--- config.mk ---
export PLATFORM = sky130hd
export DESIGN_NAME = vfd_mux_pwm_filament_driver
export DESIGN_NICKNAME = d
export VERILOG_FILES = /design/src/design/vfd_pkg.sv /design/src/design/vfd_scan.sv /design/src/design/vfd_mux_pwm_filament_driver.sv
export VERILOG_INCLUDE_DIRS = /design/src /design/src/design
export SDC_FILE = /design/constraint.sdc
export NUM_CORES = 1
export LEC_CHECK = 0
export ABC_AREA = 0
export BUFFER_PORTS_ARGS = -buffer_cell sky130_fd_sc_hd__buf_2
export CORE_ASPECT_RATIO = 1.25
export CORE_MARGIN = 3
export CORE_UTILIZATION = 55
export CTS_CLUSTER_DIAMETER = 80
export DETAILED_ROUTE_END_ITERATION = 8
export MAX_ROUTING_LAYER = met4
export PLACE_DENSITY = 0.75
export SLEW_MARGIN = 20
export SYNTH_ARGS = -nofsm -noshare
export SYNTH_HDL_FRONTEND = slang
export SYNTH_SLANG_ARGS = --single-unit
--- constraint.sdc ---
create_clock -name clk_i -period 9 [get_ports clk_i]
set_input_delay 1.8 -clock clk_i [delete_from_list [all_inputs] [get_ports clk_i]]
set_output_delay 1.8 -clock clk_i [all_outputs]
set_load 0.1 [all_outputs]
--- src/design/vfd_mux_pwm_filament_driver_assert.svh ---
// ----------------------------------------------------------------------------
// vfd_mux_pwm_filament_driver_assert.svh
// assertion macros for the display driver, sampled on clk_i, off in reset
// ----------------------------------------------------------------------------
`ifndef VFD_MUX_PWM_FILAMENT_DRIVER_ASSERT_SVH
`define VFD_MUX_PWM_FILAMENT_DRIVER_ASSERT_SVH

// same-cycle implication
`define VFD_ASSERT_NOW(lbl, ante, cons, msg) \
  lbl: assert property (@(posedge clk_i) disable iff (!rst_ni) (ante) |-> (cons)) \
    else $error(msg);

// next-cycle implication
`define VFD_ASSERT_NEXT(lbl, ante, cons, msg) \
  lbl: assert property (@(posedge clk_i) disable iff (!rst_ni) (ante) |=> (cons)) \
    else $error(msg);

`endif

--- src/design/vfd_pkg.sv ---
// ----------------------------------------------------------------------------
// vfd_pkg
// types and constants shared by the multiplexed display driver
// ----------------------------------------------------------------------------
`timescale 1ns / 1ps

package vfd_pkg;

  localparam int DIGIT_W  = 2;
  localparam int SEG_W    = 8;
  localparam int WORD_W   = 16;
  localparam int BRIGHT_W = 6;
  localparam int FIL_W    = 16;
  localparam int CFG_W    = 16;
  localparam int CFG_IDX_W = 1;

  localparam logic [BRIGHT_W-1:0] BRIGHT_RESET  = 6'd30;
  localparam logic [FIL_W-1:0]    FIL_DIV_RESET = 16'd200;

  // item opcodes
  localparam logic OP_TICK  = 1'b0;
  localparam logic OP_WRITE = 1'b1;

  // register indexes
  localparam logic [CFG_IDX_W-1:0] REG_BRIGHTNESS = 1'b0;
  localparam logic [CFG_IDX_W-1:0] REG_FIL_DIV    = 1'b1;

  // fixed digit select bits
  localparam logic [WORD_W-1:0] SELECT_BITS [4] = '{
    16'h2000, 16'h1000, 16'h4000, 16'h8000
  };

  typedef struct packed {
    logic               op;
    logic [DIGIT_W-1:0] digit_index;
    logic [SEG_W-1:0]   digit_segments;
  } in_item_t;

  typedef struct packed {
    logic              filament_level;
    logic              frame_valid;
    logic [WORD_W-1:0] frame_word;
    logic              blank_valid;
  } out_item_t;

  typedef struct packed {
    logic              frame_valid;
    logic [WORD_W-1:0] frame_word;
    logic              blank_valid;
  } scan_t;

endpackage

--- src/design/vfd_scan.sv ---
// ----------------------------------------------------------------------------
// vfd_scan
// digit store, pwm slot and digit counters, frame and blank decode
// ----------------------------------------------------------------------------
`timescale 1ns / 1ps

module vfd_scan #(
  parameter int DIGITS        = 4,
  parameter int PWM_SLOTS_MAX = 32
) (
  input  logic                                clk_i,
  input  logic                                rst_ni,
  input  logic                                tick_i,
  input  logic                                wr_i,
  input  logic [vfd_pkg::DIGIT_W-1:0]         wr_idx_i,
  input  logic [vfd_pkg::SEG_W-1:0]           wr_seg_i,
  input  logic [vfd_pkg::BRIGHT_W-1:0]        brightness_i,
  output vfd_pkg::scan_t                      scan_o
);

  localparam int SLOT_W = $clog2(PWM_SLOTS_MAX + 2);
  localparam int CMP_W  = (SLOT_W > vfd_pkg::BRIGHT_W) ? SLOT_W : vfd_pkg::BRIGHT_W;
  localparam logic [SLOT_W-1:0] SLOT_LAST = SLOT_W'(PWM_SLOTS_MAX);

  logic [SLOT_W-1:0]            slot_q, slot_d, slot_cur;
  logic [vfd_pkg::DIGIT_W-1:0]  digit_q, digit_d, digit_inc;
  logic [vfd_pkg::SEG_W-1:0]    store_q [DIGITS];
  logic [vfd_pkg::SEG_W-1:0]    seg;
  logic                         wrap;

  always_comb begin
    wrap      = slot_q > SLOT_LAST;
    slot_cur  = wrap ? '0 : slot_q;
    digit_inc = digit_q + 1'b1;
    digit_d   = digit_q;
    if (wrap) begin
      digit_d = ({1'b0, digit_inc} >= (vfd_pkg::DIGIT_W + 1)'(DIGITS)) ? '0 : digit_inc;
    end
    slot_d = slot_cur + 1'b1;
    seg = '0;
    for (int i = 0; i < DIGITS; i++) begin
      if (digit_d == vfd_pkg::DIGIT_W'(i)) begin
        seg = store_q[i];
      end
    end
    scan_o.frame_valid = (slot_cur == '0);
    scan_o.frame_word  = scan_o.frame_valid ?
                         (vfd_pkg::SELECT_BITS[digit_d] |
                          {{(vfd_pkg::WORD_W - vfd_pkg::SEG_W){1'b0}}, seg}) : '0;
    scan_o.blank_valid = CMP_W'(slot_cur) >= CMP_W'(brightness_i);
  end

  always_ff @(posedge clk_i or negedge rst_ni) begin
    if (!rst_ni) begin
      slot_q  <= '0;
      digit_q <= '0;
      for (int i = 0; i < DIGITS; i++) begin
        store_q[i] <= '0;
      end
    end else begin
      if (tick_i) begin
        slot_q  <= slot_d;
        digit_q <= digit_d;
      end
      for (int i = 0; i < DIGITS; i++) begin
        if (wr_i && wr_idx_i == vfd_pkg::DIGIT_W'(i)) begin
          store_q[i] <= wr_seg_i;
        end
      end
    end
  end

endmodule

--- src/design/vfd_mux_pwm_filament_driver.sv ---
// ----------------------------------------------------------------------------
// vfd_mux_pwm_filament_driver
// multiplexed display driver with pwm dimming and filament clock
// ----------------------------------------------------------------------------
// Takes one item per clock cycle. A tick item yields one result item in the
// output register on the next cycle; a write item only updates the digit
// store and yields nothing. All counter and store updates finish in the
// accepting cycle, so the only limit on rate is the output register: while
// it holds an untaken result, a new item is taken in the same cycle that
// result leaves.
`timescale 1ns / 1ps

module vfd_mux_pwm_filament_driver #(
  parameter int DIGITS        = 4,
  parameter int PWM_SLOTS_MAX = 32
) (
  input  logic                                 clk_i,
  input  logic                                 rst_ni,
  input  logic                                 in_valid_i,
  output logic                                 in_ready_o,
  input  vfd_pkg::in_item_t                    in_data_i,
  output logic                                 out_valid_o,
  input  logic                                 out_ready_i,
  output vfd_pkg::out_item_t                   out_data_o,
  input  logic                                 cfg_we_i,
  input  logic [vfd_pkg::CFG_IDX_W-1:0]        cfg_idx_i,
  input  logic [vfd_pkg::CFG_W-1:0]            cfg_wdata_i
);

  `include "vfd_mux_pwm_filament_driver_assert.svh"

  logic [vfd_pkg::BRIGHT_W-1:0] bright_q;
  logic [vfd_pkg::FIL_W-1:0]    fil_div_q;
  logic [vfd_pkg::FIL_W:0]      fil_cnt_q, fil_cnt_d, fil_inc;
  logic                         fil_on_q, fil_on_d;
  logic                         out_valid_q;
  vfd_pkg::out_item_t           out_q;
  vfd_pkg::scan_t               scan;
  logic                         in_acc, tick, wr;

  assign in_ready_o  = !out_valid_q || out_ready_i;
  assign in_acc      = in_valid_i && in_ready_o;
  assign tick        = in_acc && (in_data_i.op == vfd_pkg::OP_TICK);
  assign wr          = in_acc && (in_data_i.op == vfd_pkg::OP_WRITE);
  assign out_valid_o = out_valid_q;
  assign out_data_o  = out_q;

  vfd_scan #(
    .DIGITS        (DIGITS),
    .PWM_SLOTS_MAX (PWM_SLOTS_MAX)
  ) u_scan (
    .clk_i        (clk_i),
    .rst_ni       (rst_ni),
    .tick_i       (tick),
    .wr_i         (wr),
    .wr_idx_i     (in_data_i.digit_index),
    .wr_seg_i     (in_data_i.digit_segments),
    .brightness_i (bright_q),
    .scan_o       (scan)
  );

  // filament divider
  always_comb begin
    fil_inc   = fil_cnt_q + 1'b1;
    fil_cnt_d = fil_inc;
    fil_on_d  = fil_on_q;
    if (fil_inc > {1'b0, fil_div_q}) begin
      fil_cnt_d = '0;
      fil_on_d  = !fil_on_q;
    end
  end

  always_ff @(posedge clk_i or negedge rst_ni) begin
    if (!rst_ni) begin
      bright_q    <= vfd_pkg::BRIGHT_RESET;
      fil_div_q   <= vfd_pkg::FIL_DIV_RESET;
      fil_cnt_q   <= '0;
      fil_on_q    <= 1'b0;
      out_valid_q <= 1'b0;
    end else begin
      if (cfg_we_i) begin
        unique case (cfg_idx_i)
          vfd_pkg::REG_BRIGHTNESS: bright_q  <= cfg_wdata_i[vfd_pkg::BRIGHT_W-1:0];
          vfd_pkg::REG_FIL_DIV:    fil_div_q <= cfg_wdata_i[vfd_pkg::FIL_W-1:0];
          default: ;
        endcase
      end
      if (tick) begin
        fil_cnt_q <= fil_cnt_d;
        fil_on_q  <= fil_on_d;
      end
      if (in_acc) begin
        out_valid_q <= tick;
      end else if (out_ready_i) begin
        out_valid_q <= 1'b0;
      end
    end
  end

  // result payload
  always_ff @(posedge clk_i) begin
    if (tick) begin
      out_q.filament_level <= fil_on_d;
      out_q.frame_valid    <= scan.frame_valid;
      out_q.frame_word     <= scan.frame_word;
      out_q.blank_valid    <= scan.blank_valid;
    end
  end

  `VFD_ASSERT_NEXT(a_write_no_result, wr, !out_valid_o, "write item produced a result")
  `VFD_ASSERT_NEXT(a_tick_result, tick, out_valid_o, "tick item produced no result")
  `VFD_ASSERT_NOW(a_frame_word, out_valid_o,
                  out_data_o.frame_valid == (out_data_o.frame_word != '0),
                  "frame word disagrees with frame flag")

endmodule
==> summary.log, run 1 <==
[drt] vias post-DR 3531
[sta] Final Hold Viols 0
[logic_synthesis] leading register cell type out of synthesis dfrtp_1
[clock_tree] clock buffers created by TritonCTS 9
[logic_synthesis] instance count of the mapped netlist 480
[sta] worst relative slew slack 0.4357
[global_routing] global route overflow 0
[clock_tree] hold bufs inserted after CTS 0
[global_routing] initial antenna violation count 0
[sta] Worst Max-Slew Pin Slew 0.8433 ns
[worst_setup_path] r2r setup slk 5.35 ns
[worst_setup_path] Crit Reg-Reg Startpoint fil_cnt_q[0]
[clock_tree] buffer type at the clock tree root clkbuf_16
[worst_setup_path] CP Class in2out
[die] I/O pin count 54
[worst_setup_path] kind of launch point of the worst setup path input port
[global_routing] GRT Util Overall 0.2047
[worst_hold_path] Worst Hold Depth 1
[die] core region area 9174 sq um
[worst_setup_path] kind of cell adding the most delay to the critical path buffers and inverters
[pwr] power dissipated by switching net loads 507.4 uW
[clock_tree] Clk Latency, worst-skew pair 0.34 ns
[logic_synthesis] Synth Area in Simple Gates 0.1411
[sta] pins over their slew limit 0
[place] area of placed instances 5478 sq um
[worst_setup_path] cell type with the highest occurrence count on the critical path buf_2
[drt] vias per cell 5.474
[place] cell count after placement 629
[logic_synthesis] post-synthesis compound-gate area fraction 0.06428
[worst_setup_path] arrival time of data at the critical path endpoint 2.46 ns
[drt] DR pass1 iterations 4
[logic_synthesis] top-area cell type share of the netlist area 0.3563
[cells_and_area] relative area change from synthesis to final layout 11.03%
[cells_and_area] number of cells in the finished layout apart from fillers 645
[worst_hold_path] Hold Crit Start fil_div_q[10]
[pwr] Internal Pwr Total 949.7 uW
[sta] RSZ-0062 raised after global routing false
[logic_synthesis] multiplexer fraction of the synthesized cell area 0.1716
[clock_tree] post-CTS resize count 0
[global_routing] largest net degree at the start of global routing 82
[logic_synthesis] adder-cell share of the synthesized area 0.06018
[drt] final WL 9846 microns
[place] Port Buf Inserts 49
[logic_synthesis] post-synth cell types 47
[sta] largest clock skew in the final design 0.007041 ns
[global_routing] global-route wire length before repair 16770 microns
[run_status] run status finished clean
[pwr] static leakage power 0.002651 uW
[worst_setup_path] slowest cell on the critical path buf_2
[die] standard-cell rows 39
[sta] post-layout minimum cycle time 4.257 ns
[cells_and_area] register cell area after layout 2486 sq um
[drt] metal2 WL 5116 microns
[place] HPWL after DPL 6884 microns
[pwr] Pwr per Cell Area 252.5 nW/um^2
[drt] highest layer used for signal routing met4
[logic_synthesis] total of flip-flops plus latches after synthesis 96
[logic_synthesis] average cell area after synthesis 10.83 sq um
[clock_tree] H-tree level count 3
[cells_and_area] area taken by multi-input logic gates 2470 sq um
[drt] routed wire length per instance 15.27 microns
[clock_tree] clock buffer depth 2
[worst_setup_path] critical path fanouts, max 4
[die] die area 10660 sq um
[worst_setup_path] capturing element type of the critical path output port
[cells_and_area] Filler Cells Inserted 784
[pwr] relative contribution of the clock network to total power 0.256
[logic_synthesis] number of enable-type register cells in the synthesized netlist 15
[logic_synthesis] combinational family with the most area after synthesis multiplexers
[sta] final number of setup-violating endpoints 0
[sta] worst slack on hold paths 0.5071 ns
[pwr] Combinational Power Share 0.311
[clock_tree] CTS tree built
[flow_run] number of violations of the max-capacitance limit 0
[global_routing] number of global-route vias before repair 3553
[worst_hold_path] hold crit path type reg2reg
[die] height of the die 114.7 microns
[worst_setup_path] number of buffer and inverter instances along the worst setup path 2
[pwr] peak supply drop 0.1436 mV
[logic_synthesis] Synth area leaders dfrtp_1 (36%), mux2_2 (11%), edfxtp_1 (8.7%)
[drt] count of nets left with antenna violations after detail routing 0
[worst_hold_path] endpoint with the worst hold slack fil_div_q[10]
[cells_and_area] share of post-route cells with drive strength above 1 0.2586
[pwr] fraction of power spent switching nets 0.3483
[clock_tree] Worst-path clk slew 0.06 ns
[sta] achievable frequency 0.2349 GHz
[sta] Total Negative Setup Slacks 0 ns
[cells_and_area] cell area after layout 5771 sq um
[worst_setup_path] end of the worst register-to-register path fil_cnt_q[2]
[worst_setup_path] crit-path cells buf_2 > nand2b_1 > buf_2
[logic_synthesis] post-synthesis cell area 5197 sq um
[logic_synthesis] portion of the post-synthesis area used by sequential elements 0.4783
[drt] DRC violation count after routing 0
[drt] met3 wire length 382 microns
[worst_setup_path] data required time at the worst endpoint 7.20 ns
[clock_tree] clock sink count 96
[pwr] power share of the sequential group 0.433
[logic_synthesis] count of yosys warnings during synthesis 0
[cells_and_area] number of antenna diodes 0
[die] starting utilization of the core area 0.5666
[place] final weighted congestion in routability-driven placement 0.8271
[worst_setup_path] slowest cell delay on critical path 0.44 ns
[logic_synthesis] cell type with the highest aggregate area in the netlist dfrtp_1
[die] horizontal die dimension 92.95 microns
[logic_synthesis] XOR/XNOR share of the synthesized area 0.03515
[clock_tree] post-CTS setup buffer count 0
[sta] Period Utilization, post-route 0.4729
[drt] violation count after the first detailed-routing iteration 243
[logic_synthesis] async set-reset flop share out of synthesis 0.8438
[worst_setup_path] worst r2r path cells 12
[cells_and_area] post-layout net count 575
[drt] Metal-1 WL 4188 microns
## worst register-to-register path: cells and delay by family (launching register included)
| family | cells | cell delay (ns) |
|---|---|---|
| AOI/OAI and AO/OA | 5 | 1.26 |
| and+or+nand+nor | 4 | 1.14 |
| adders and majority gates | 2 | 0.60 |
| DFF | 1 | 0.43 |
| xor gates and xnor gates | 1 | 0.10 |
## sequential cells by signal, indices dropped and copies added, names as in the netlist
name,count
out_data_o,15
bright_q,6
fil_on_q,1
fil_div_q,16
u_scan.digit_q,2
out_valid_o,1
u_scan.slot_q,6
u_scan.store_q,32
fil_cnt_q,17
## Yosys cell counts (all sizes together), types with 2 or more instances
| master | instances |
|---|---|
| nor3 | 13 |
| clkbuf | 16 |
| and3 | 3 |
| mux2i | 16 |
| mux4 | 8 |
| edfxtp | 15 |
| xnor2 | 12 |
| a211oi | 2 |
| dfrtp | 74 |
| ha | 25 |
| nand3 | 15 |
| nor4 | 5 |
| and2 | 3 |
| inv | 28 |
| or3 | 3 |
| dfstp | 7 |
| nand2b | 6 |
| or2 | 2 |
| a21o | 8 |
| nor2 | 41 |
| xor2 | 8 |
| a21oi | 9 |
| mux2 | 49 |
| a31oi | 2 |
| nor2b | 8 |
| o21ai | 28 |
| nand4 | 5 |
| buf | 12 |
| nand2 | 46 |
## worst max-delay path by stage
stage	start	end	slack (ns)	depth (start not counted)
3_5_place_dp	out_ready_i	in_ready_o	4.75	3
3_3_place_gp	out_ready_i	in_ready_o	4.76	3
4_1_cts	out_ready_i	in_ready_o	4.75	3
6_report	out_ready_i	in_ready_o	4.74	3
5_1_grt	out_ready_i	in_ready_o	4.71	3
2_1_floorplan	out_ready_i	in_ready_o	4.60	1
## routing by layer
metal  up-vias  GRT usage
met1      1712     0.2510
met3        12    0.03024
met4         0    0.07527
met2        79     0.3445
li1       1728          -
met5         -          -
## through the flow
stage	power [uW]	util	setup WS, ns
after floorplan	998.2	-	4.604
after global placement	1072	0.5971	4.763
after detailed placement	1094	0.5971	4.750
after CTS	1471	0.6286	4.746
after global routing	1548	0.6290	4.706
final	1457	0.6290	4.743
## cells in the final DEF (no fill, tap or decap), types with 15 or more instances in the layout
cell      instances
edfxtp_1         15
buf_2            48
ha_1             25
mux2_2           49
o21ai_0          27
mux2i_1          16
inv_1            28
nand2_1          46
nand3_1          15
nor2_1           41
dfrtp_1          74
## cells by family (layout without fill, tap and decap cells)
family / count (synthesis) / count (layout)
AND/OR/NAND/NOR: 154 / 154
flip-flops: 96 / 96
multiplexers: 73 / 73
buffers and inverters: 56 / 95
AO/OA/AOI/OAI: 55 / 55
adder cells (fa/ha/maj): 25 / 25
XOR/XNOR: 20 / 20
other: 1 / 4
## power by group through the flow
stage | Sequential, uW | Clock (uW) | Combinational (uW)
after floorplan | 658 | 0 | 340
after global placement | 633 | 0 | 439
after CTS | 630 | 382 | 459
after detailed placement | 638 | 0 | 456
final | 631 | 372 | 453
after global routing | 646 | 401 | 501
## cell type report
cell class	instances	area share
sequential	96	0.4308
multi-input combinational	331	0.4280
timing repair buffer	51	0.04618
clock buffer	10	0.03968
tap	123	0.02667
inverter	28	0.01821
clock inverter	6	0.01041
No activity file was read; power rests on OpenSTA's default activity.
==> run 2: changes to the inputs <==
--- a/config.mk
+++ b/config.mk
@@ -6,15 +6,15 @@
 export SDC_FILE = /design/constraint.sdc
 export NUM_CORES = 1
 export LEC_CHECK = 0
-export ABC_AREA = 0
+export ABC_AREA = 1
 export BUFFER_PORTS_ARGS = -buffer_cell sky130_fd_sc_hd__buf_2
 export CORE_ASPECT_RATIO = 1.25
 export CORE_MARGIN = 3
-export CORE_UTILIZATION = 55
+export CORE_UTILIZATION = 53
 export CTS_CLUSTER_DIAMETER = 80
 export DETAILED_ROUTE_END_ITERATION = 8
 export MAX_ROUTING_LAYER = met4
-export PLACE_DENSITY = 0.75
+export PLACE_DENSITY = 0.76
 export SLEW_MARGIN = 20
 export SYNTH_ARGS = -nofsm -noshare
 export SYNTH_HDL_FRONTEND = slang
==> constraint.sdc (replaced) <==
create_clock -name clk_i -period 3.9 [get_ports clk_i]
set_input_delay 0.78 -clock clk_i [delete_from_list [all_inputs] [get_ports clk_i]]
set_output_delay 0.78 -clock clk_i [all_outputs]
set_load 0.1 [all_outputs]
==> run 2 against run 1 <==
- area after synthesis fell by 5.2%
- largest cell class unchanged
- core utilization shrank 1.2 points
- largest power group unchanged
- combinational power is 130% higher
==> summary.log, run 2 <==
[worst_setup_path] CP Class reg2reg
[pwr] fraction of power spent switching nets 0.3902
[worst_setup_path] arrival time of data at the critical path endpoint 3.27 ns
[die] standard-cell rows 38
[logic_synthesis] instance count of the mapped netlist 573
[logic_synthesis] async set-reset flop share out of synthesis 0.8438
[sta] Worst Max-Slew Pin Slew 0.9258 ns
[sta] largest clock skew in the final design 0.009655 ns
[logic_synthesis] total of flip-flops plus latches after synthesis 96
[die] starting utilization of the core area 0.5570
[global_routing] global-route wire length before repair 17840 microns
[logic_synthesis] Synth area leaders dfrtp_1 (38%), edfxtp_1 (9.1%), nand2_1 (9.1%)
[die] core region area 8843 sq um
[pwr] power dissipated by switching net loads 1188 uW
[worst_setup_path] kind of launch point of the worst setup path flop
[global_routing] largest net degree at the start of global routing 82
[drt] vias per cell 5.148
[logic_synthesis] top-area cell type share of the netlist area 0.3759
[clock_tree] H-tree level count 3
[global_routing] global route overflow 0
[drt] routed wire length per instance 13.69 microns
[die] height of the die 113.8 microns
[pwr] Internal Pwr Total 1856 uW
[place] Port Buf Inserts 49
[sta] achievable frequency 0.3187 GHz
[flow_run] number of violations of the max-capacitance limit 0
[global_routing] initial antenna violation count 0
[cells_and_area] Most flops, register u_scan.store_q
[cells_and_area] largest registers ranked by flip-flop count u_scan.store_q (32), fil_cnt_q (17), fil_div_q (16)
[clock_tree] Clk Latency, worst-skew pair 0.37 ns
[die] I/O pin count 54
[cells_and_area] post-layout net count 677
[sta] RSZ-0062 raised after global routing false
[pwr] relative contribution of the clock network to total power 0.216
[cells_and_area] relative area change from synthesis to final layout 10.82%
[sta] Period Utilization, post-route 0.8046
[pwr] static leakage power 0.002825 uW
[global_routing] GRT Util Overall 0.2188
[cells_and_area] Largest register FFs 32
[worst_setup_path] data required time at the worst endpoint 4.03 ns
[place] HPWL after DPL 7238 microns
[worst_setup_path] worst r2r path cells 18
[pwr] power after layout 3044 uW
[clock_tree] Worst-path clk slew 0.09 ns
[sta] Final Hold Viols 0
[drt] DRC violation count after routing 0
[logic_synthesis] most used standard cell by instance count after synthesis nand2_1
[logic_synthesis] cell type with the highest aggregate area in the netlist dfrtp_1
[logic_synthesis] average cell area after synthesis 8.597 sq um
[clock_tree] CTS tree built
[drt] final WL 10190 microns
[cells_and_area] most common library cell in the layout ignoring fill and taps nand2_1
[cells_and_area] number of cells in the finished layout apart from fillers 744
[worst_setup_path] critical path fanouts, max 17
[logic_synthesis] post-synthesis cell area 4926 sq um
[drt] violation count after the first detailed-routing iteration 240
[drt] count of nets left with antenna violations after detail routing 0
[drt] DR pass1 iterations 4
[logic_synthesis] leading register cell type out of synthesis dfrtp_1
[pwr] power share of the sequential group 0.448
[logic_synthesis] number of enable-type register cells in the synthesized netlist 15
[sta] final number of setup-violating endpoints 0
[pwr] peak supply drop 0.2803 mV
[worst_setup_path] end of the worst register-to-register path out_data_o[18]
[pwr] Combinational Power Share 0.336
[cells_and_area] top library cells by usage in the layout, fill and taps aside nand2_1 (119), inv_1 (92), o21ai_0 (75)
[worst_setup_path] Crit Reg-Reg Startpoint fil_cnt_q[0]
[sta] post-layout minimum cycle time 3.138 ns
[worst_setup_path] r2r setup slk 0.76 ns
[global_routing] number of global-route vias before repair 3990
[sta] worst relative slew slack 0.3813
[logic_synthesis] count of yosys warnings during synthesis 0
[clock_tree] post-CTS resize count 0
[clock_tree] hold bufs inserted after CTS 0
[clock_tree] clock buffer depth 2
[worst_setup_path] capturing element type of the critical path flop
[drt] vias post-DR 3830
[clock_tree] buffer type at the clock tree root clkbuf_8
[logic_synthesis] post-synth cell types 40
[place] final weighted congestion in routability-driven placement 0.8857
[die] die area 10490 sq um
[worst_hold_path] hold crit path type in2async
[run_status] run status finished clean
[pwr] Pwr per Cell Area 557.6 nW/um^2
[die] horizontal die dimension 92.23 microns
[sta] pins over their slew limit 0
[cells_and_area] share of post-route cells with drive strength above 1 0.1506
[logic_synthesis] portion of the post-synthesis area used by sequential elements 0.5047
[logic_synthesis] Post-synth top cells nand2_1 (119), inv_1 (92), o21ai_0 (75)
[place] cell count after placement 728
[sta] Total Negative Setup Slacks 0 ns
[cells_and_area] number of antenna diodes 0
[clock_tree] clock sink count 96
[clock_tree] post-CTS setup buffer count 0
[clock_tree] clock buffers created by TritonCTS 9
-- run 2: critical path: stages, from the launching register on --
cell and delay, ns:
dfrtp_1 0.40, ha_1 0.24, nand3_2 0.12, nor2_2 0.14, nand2_2 0.10, nor3_1 0.29, xor2_1 0.24, ha_1 0.29
a21oi_1 0.14, nor3_1 0.06, nor3_1 0.15, nand2_1 0.08, nand2_1 0.05, nand2_1 0.04, nand2_1 0.07, nand2_2 0.07
nand2_4 0.18, nand2_1 0.10, and2_1 0.15
-- run 2: kinds of logic (layout without fill, tap and decap cells) --
family / Yosys count / after routing / share of synthesized area
AO/OA/AOI/OAI: 108 / 108 / 0.1179
XOR/XNOR: 13 / 13 / 0.02464
adder cells (fa/ha/maj): 25 / 25 / 0.06350
buffers and inverters: 116 / 164 / 0.09347
flip-flops: 96 / 96 / 0.5047
other: 1 / 4 / 0.0007613
AND/OR/NAND/NOR: 214 / 214 / 0.1951
-- run 2: worst max-delay path by stage --
stage,from,end,slack (ns)
finish,fil_cnt_q[0],out_data_o[18],0.76
global route,fil_cnt_q[0],out_data_o[18],0.45
CTS,fil_cnt_q[0],out_data_o[18],0.77
detailed placement,fil_cnt_q[2],out_data_o[18],0.84
global placement,fil_cnt_q[2],out_data_o[18],0.90
floorplan,out_valid_o,out_data_o[0],0.78
-- run 2: power groups by stage --
stage	clock [uW]	combinational (uW)	sequential [uW]
6_report	658	1020	1360
5_1_grt	718	1160	1390
4_1_cts	674	1030	1360
3_5_place_dp	0	1020	1380
3_3_place_gp	0	987	1370
2_1_floorplan	0	689	1460
-- run 2: area by class of cell --
cell class	count	area [sq um]
Tap cell	120	150.1
Timing Repair Buffer	50	259.0
Clock buffer	10	127.6
Fill cell	798	3385
Multi-Input combinational cell	364	1998
Inverter	98	369.1
Clock inverter	6	68.82
Sequential cell	96	2486
-- run 2: per-stage QoR --
step             util  hold WS, ns  cell area [sq um]  setup slack, ns
2_1_floorplan       -       0.4478               4937           0.7817
3_3_place_gp   0.5947       0.4612               5259           0.9029
3_5_place_dp   0.5947       0.4680               5259           0.8425
4_1_cts        0.6169       0.4902               5455           0.7658
5_1_grt        0.6173       0.4794               5459           0.4491
6_report       0.6173       0.4263               5459           0.7619
-- run 2: routing by layer --
layer	global-route usage	vias to the layer above	wire, microns
li1	-	1916	-
met1	0.2551	1824	4389
met2	0.3733	75	5293
met3	0.04090	15	326
met4	0.08920	0	178
met5	-	-	0
